<file path="src/design/rlne_pkg.sv">
package rlne_pkg;

    localparam int MAX_NODES    = 64;
    localparam int MAX_BRANCHES = 256;

    localparam int ND_AW   = $clog2(MAX_NODES);
    localparam int ND_CW   = $clog2(MAX_NODES + 1);
    localparam int BR_AW   = $clog2(MAX_BRANCHES);
    localparam int BR_CW   = $clog2(MAX_BRANCHES + 1);
    localparam int CLR_LEN = (MAX_NODES > MAX_BRANCHES) ? MAX_NODES : MAX_BRANCHES;
    localparam int CLR_AW  = $clog2(CLR_LEN);

    // Width used for intermediate sums before saturation.
    localparam int SAT_W = 68;

    localparam logic [2:0] KIND_SET_NODE    = 3'd0;
    localparam logic [2:0] KIND_SET_BRANCH  = 3'd1;
    localparam logic [2:0] KIND_STEP        = 3'd2;
    localparam logic [2:0] KIND_READ_NODE   = 3'd3;
    localparam logic [2:0] KIND_READ_BRANCH = 3'd4;

    localparam logic [2:0] CFG_STEP_OVER_L = 3'd0;
    localparam logic [2:0] CFG_STEP_OVER_C = 3'd1;
    localparam logic [2:0] CFG_VOLT_LIMIT  = 3'd2;
    localparam logic [2:0] CFG_NODE_COUNT  = 3'd3;
    localparam logic [2:0] CFG_BR_COUNT    = 3'd4;

    localparam logic [31:0] RST_STEP_OVER_L = 32'd16777;
    localparam logic [31:0] RST_STEP_OVER_C = 32'd16777216;
    localparam logic [30:0] RST_VOLT_LIMIT  = 31'd65536000;

    typedef enum logic [3:0] {
        PH_IDLE,
        PH_CLEAR,
        PH_EXEC,
        PH_B_RD,
        PH_B_V,
        PH_B_DROP,
        PH_B_MUL,
        PH_B_CUR,
        PH_B_SA,
        PH_B_RB,
        PH_B_SB,
        PH_N_RD,
        PH_N_MUL,
        PH_N_DV,
        PH_N_WR
    } phase_t;

    typedef struct packed {
        phase_t phase;
        logic   load_item;
        logic   br_next;
        logic   nd_next;
        logic   out_load;
    } cmd_t;

    typedef struct packed {
        logic is_step;
        logic nb_zero;
        logic nn_zero;
        logic br_last;
        logic nd_last;
        logic skip;
        logic clr_last;
    } sts_t;

    localparam logic signed [SAT_W-1:0] S32_MAX = 2147483647;
    localparam logic signed [SAT_W-1:0] S32_MIN = ~S32_MAX;

    function automatic logic signed [31:0] sat32(input logic signed [SAT_W-1:0] x);
        logic signed [31:0] r;
        if (x > S32_MAX)
        begin
            r = 32'sh7fff_ffff;
        end
        else if (x < S32_MIN)
        begin
            r = 32'sh8000_0000;
        end
        else
        begin
            r = x[31:0];
        end
        return r;
    endfunction

endpackage

</file>
<file path="src/design/rlne_ctrl.sv">
module rlne_ctrl
    import rlne_pkg::*;
(
    input  logic clk,
    input  logic rst_n,
    input  logic in_valid,
    output logic in_stall,
    output logic out_valid,
    input  logic out_stall,
    input  sts_t sts,
    output cmd_t cmd
);

    typedef enum logic [16:0] {
        S_CLEAR  = 17'b0_0000_0000_0000_0001,
        S_IDLE   = 17'b0_0000_0000_0000_0010,
        S_EXEC   = 17'b0_0000_0000_0000_0100,
        S_RDATA  = 17'b0_0000_0000_0000_1000,
        S_B_RD   = 17'b0_0000_0000_0001_0000,
        S_B_V    = 17'b0_0000_0000_0010_0000,
        S_B_DROP = 17'b0_0000_0000_0100_0000,
        S_B_MUL  = 17'b0_0000_0000_1000_0000,
        S_B_CUR  = 17'b0_0000_0001_0000_0000,
        S_B_SA   = 17'b0_0000_0010_0000_0000,
        S_B_RB   = 17'b0_0000_0100_0000_0000,
        S_B_SB   = 17'b0_0000_1000_0000_0000,
        S_N_RD   = 17'b0_0001_0000_0000_0000,
        S_N_MUL  = 17'b0_0010_0000_0000_0000,
        S_N_DV   = 17'b0_0100_0000_0000_0000,
        S_N_WR   = 17'b0_1000_0000_0000_0000,
        S_DONE   = 17'b1_0000_0000_0000_0000
    } state_t;

    state_t state_reg, state_next;
    logic   out_valid_reg, out_valid_next;
    state_t after_branch;

    // Where the walk goes once the current branch is finished.
    always_comb
    begin
        if (!sts.br_last)
        begin
            after_branch = S_B_RD;
        end
        else if (sts.nn_zero)
        begin
            after_branch = S_DONE;
        end
        else
        begin
            after_branch = S_N_RD;
        end
    end

    always_comb
    begin
        state_next    = state_reg;
        cmd.phase     = PH_IDLE;
        cmd.load_item = 1'b0;
        cmd.br_next   = 1'b0;
        cmd.nd_next   = 1'b0;
        cmd.out_load  = 1'b0;
        unique case (state_reg)
            S_CLEAR:
            begin
                cmd.phase = PH_CLEAR;
                if (sts.clr_last)
                begin
                    state_next = S_IDLE;
                end
            end
            S_IDLE:
            begin
                if (in_valid)
                begin
                    cmd.load_item = 1'b1;
                    state_next    = S_EXEC;
                end
            end
            S_EXEC:
            begin
                cmd.phase = PH_EXEC;
                if (!sts.is_step)
                begin
                    state_next = S_RDATA;
                end
                else if (!sts.nb_zero)
                begin
                    state_next = S_B_RD;
                end
                else if (!sts.nn_zero)
                begin
                    state_next = S_N_RD;
                end
                else
                begin
                    state_next = S_DONE;
                end
            end
            S_RDATA:
            begin
                state_next = S_DONE;
            end
            S_B_RD:
            begin
                cmd.phase  = PH_B_RD;
                state_next = S_B_V;
            end
            S_B_V:
            begin
                cmd.phase = PH_B_V;
                if (sts.skip)
                begin
                    cmd.br_next = 1'b1;
                    state_next  = after_branch;
                end
                else
                begin
                    state_next = S_B_DROP;
                end
            end
            S_B_DROP:
            begin
                cmd.phase  = PH_B_DROP;
                state_next = S_B_MUL;
            end
            S_B_MUL:
            begin
                cmd.phase  = PH_B_MUL;
                state_next = S_B_CUR;
            end
            S_B_CUR:
            begin
                cmd.phase  = PH_B_CUR;
                state_next = S_B_SA;
            end
            S_B_SA:
            begin
                cmd.phase  = PH_B_SA;
                state_next = S_B_RB;
            end
            S_B_RB:
            begin
                cmd.phase  = PH_B_RB;
                state_next = S_B_SB;
            end
            S_B_SB:
            begin
                cmd.phase   = PH_B_SB;
                cmd.br_next = 1'b1;
                state_next  = after_branch;
            end
            S_N_RD:
            begin
                cmd.phase  = PH_N_RD;
                state_next = S_N_MUL;
            end
            S_N_MUL:
            begin
                cmd.phase  = PH_N_MUL;
                state_next = S_N_DV;
            end
            S_N_DV:
            begin
                cmd.phase  = PH_N_DV;
                state_next = S_N_WR;
            end
            S_N_WR:
            begin
                cmd.phase   = PH_N_WR;
                cmd.nd_next = 1'b1;
                state_next  = sts.nd_last ? S_DONE : S_N_RD;
            end
            S_DONE:
            begin
                if (!out_valid_reg || !out_stall)
                begin
                    cmd.out_load = 1'b1;
                    state_next   = S_IDLE;
                end
            end
            default:
            begin
                state_next = S_IDLE;
            end
        endcase
    end

    always_comb
    begin
        out_valid_next = out_valid_reg;
        if (out_valid_reg && !out_stall)
        begin
            out_valid_next = 1'b0;
        end
        if (cmd.out_load)
        begin
            out_valid_next = 1'b1;
        end
    end

    always_ff @(posedge clk or negedge rst_n)
    begin
        if (!rst_n)
        begin
            state_reg     <= S_CLEAR;
            out_valid_reg <= 1'b0;
        end
        else
        begin
            state_reg     <= state_next;
            out_valid_reg <= out_valid_next;
        end
    end

    assign in_stall  = (state_reg != S_IDLE);
    assign out_valid = out_valid_reg;

endmodule

</file>
<file path="config.mk">
export PLATFORM = sky130hd
export DESIGN_NAME = rlne_ctrl
export DESIGN_NICKNAME = d
export VERILOG_FILES = /design/src/design/rlne_pkg.sv /design/src/design/rlne_ctrl.sv
export SDC_FILE = /design/constraint.sdc
export NUM_CORES = 1
export LEC_CHECK = 0
export ABC_AREA = 0
export BUFFER_PORTS_ARGS = -buffer_cell sky130_fd_sc_hd__buf_2
export CAP_MARGIN = 0
export CORE_MARGIN = 2
export CORE_UTILIZATION = 36
export CTS_CLUSTER_SIZE = 10
export DETAILED_ROUTE_END_ITERATION = 10
export PLACE_DENSITY = 0.62
export SYNTH_ARGS = -nofsm -noshare
export SYNTH_HDL_FRONTEND = slang
export SYNTH_SLANG_ARGS = --single-unit
</file>
<file path="constraint.sdc">
create_clock -name clk -period 3.6 [get_ports clk]
set_input_delay 1.08 -clock clk [delete_from_list [all_inputs] [get_ports clk]]
set_output_delay 1.08 -clock clk [all_outputs]
set_load 0.02 [all_outputs]
</file>
==> impl_metrics.tcl <==
set metrics [dict create \
    status "complete, no violations" \
    cts.sinks 18 \
    antenna_found_initial 0 \
    fill_cells 360 \
    dpl_cell_area_um2 1350 \
    synth_flop_cell "dfrtp_1" \
    place_inst 190 \
    cts_hold_buffers 0 \
    grt_usage_pct 15.4 \
    slew_headroom_pct 68.8 \
    path_max_fanout 6 \
    fin_crit_sh_pct 97.4 \
    die_area_um2 4000 \
    path_buf_inv 1 \
    pre_cts_ws_ns 0.442 \
    synthesis.nets 146 \
    grt_max_degree 19 \
    cts_tree "built" \
    rsz0062_at_grt "no" \
    drive_above_1_share_pct 30.0 \
    hpwl_um 2210 \
    syn_area_um2 1260 \
    worst_slack_ns 0.0940 \
    seq_area_frac_synth_pct 35.7 \
    final_cell_mix "21 x nor2_1, 20 x buf_2, 15 x dfrtp_1, 6 x nor4_1" \
    synth_edf_count 0 \
    cp_data_required_time_ns 2.52 \
    fin_cells 196 \
    comb_power_share_pct 47.4 \
    p_int_mw 0.393 \
    powerDensity_nw_per_um2 497 \
    largest_reg_flops 17 \
    utilization_pct 41.8 \
    ys_warn_count 0 \
    hold_path.class "register to register" \
    drc 0 \
    fin_area_um2 1410 \
    vias 1099 \
    skew_ns 0.00351 \
    synthArstFlopShare_pct 100 \
    regArea_um2 454 \
    drv_slew 0 \
    drt-pass1-iter-count 4 \
    drtAntennaViolNets 0 \
    fin_setup_tns_ns 0 \
    insertion_delay_ns 0.31 \
    wirelength_um 2900 \
    core_um2 3360 \
    nets 162 \
    cpPeakStageDelay_ns 0.59 \
    diodes 0 \
    layout_commonest_cell "nor2_1" \
    vias_per_cell 5.61 \
    cpLargestDelayFamily "simple AND/OR/NAND/NOR gates" \
    cp_cell_sequence "or4_4 > nor4_4 > nand2b_1 > o311ai_1 > buf_2" \
    cts_root_buffer "clkbuf_4" \
    routedWlPerCell_um 14.8 \
    die_w_um 63.2 \
    critical-path-slowest-cell "or4_4" \
    port_buffers 20 \
    p_clk_share_pct 16.0 \
    start_util_pct 37.6 \
    cts_buffers 3 \
    p_total_mw 0.698 \
    arrival_ns 2.43 \
    seq_power_share_pct 36.6 \
    syn_to_final_growth_pct 11.2 \
    place.gp.congestion 0.850 \
    fmax_mhz 285 \
    synth_cells 135 \
    critical_path_class "register to output pin" \
    syn_avg_cell_area_um2 9.36 \
    min_period_ns 3.51 \
    startpoint_type "register" \
    grt_pass1_vias 1045 \
    drtIter0Drc 42 \
    ys_ff_latch 18 \
    multiInputGateArea_um2 733 \
    whs_ns 0.580 \
    htreeDepth 1 \
    grt_pass1_wl_um 4780 \
    tightest_slew_ns 0.464 \
    switching_share_pct 43.6 \
    io_pins 21 \
    synth.distinct_cells 46 \
    cts_buffer_depth 2 \
    p_switching_mw 0.305 \
    grt_overflow 0 \
    cp-end-kind "output pin" \
    setup_violations 0 \
    clk_pin_slew_ns 0.11 \
    vdd_ir_drop_max_mv 0.186 \
    placementRows 21 \
    cap_violations 0 \
    hold_viol 0 \
    die_y_um 63.2 \
    p_leak_nw 0.660 \
]
## area by class of cell
cell class / count / area share (%)
tap: 46 / 4.10
clock buffer: 4 / 1.87
sequential: 18 / 32.3
multi-input combinational: 101 / 52.2
timing repair buffer: 22 / 8.19
inverter: 5 / 1.34
## metal layers
layer | vias up | wire [µm] | track usage, %
met5 | - | 0 | 0
met4 | 0 | 78 | 8.15
met3 | 7 | 164 | 1.79
met2 | 44 | 1420 | 25.0
met1 | 519 | 1240 | 20.0
li1 | 529 | - | -
## cell usage after synthesis (4+ instances only)
master   count  area [µm²]
and4_1       4        35.0
buf_2        5        25.0
dfrtp_1     17         425
inv_1        4        15.0
nand3_1      5        25.0
nand4_1      5        31.3
nor2_1      21        78.8
nor4_1       6        37.5
nor4_2       4        50.1
xnor2_1      5        43.8
xor2_1       4        35.0
## worst paths after layout
| check | startpoint | endpoint | slack (ns) | cells after the start |
|---|---|---|---|---|
| setup / recovery | state_reg[4]$_DFFE_PN0P_ | cmd[7] | 0.09 | 5 |
| hold / removal | state_reg[6]$_DFFE_PN0P_ | state_reg[6]$_DFFE_PN0P_ | 0.58 | 1 |
| setup reg to reg | state_reg[15]$_DFFE_PN0P_ | state_reg[16]$_DFFE_PN0P_ | 1.52 | 5 |
| hold reg to reg | state_reg[6]$_DFFE_PN0P_ | state_reg[6]$_DFFE_PN0P_ | 0.58 | 1 |
| max in group asynchronous | rst_n | state_reg[0]$_DFFE_PN1P_ | 2.59 | 1 |
| min in group asynchronous | rst_n | state_reg[14]$_DFFE_PN0P_ | 0.68 | 1 |
## power by group through the flow
stage	clock network (mW)	registers (mW)	logic, mW
floorplan	0	0.239	0.262
global placement	0	0.257	0.310
detailed placement	0	0.257	0.317
CTS	0.112	0.254	0.319
global route	0.121	0.260	0.363
finish	0.112	0.255	0.331
## cell families after synthesis
logic type                synth area share [%]
buffers and inverters                     7.03
xor gates and xnor gates                  6.24
and+or+nand+nor                           41.7
AOI/OAI and AO/OA                         9.31
DFF                                       35.7
## timing repair
action	in CTS	in global routing
endpoints found under the setup margin	0	3
resized for setup	0	4
buffers inserted	0	2
(Power assumes the default switching activity.)
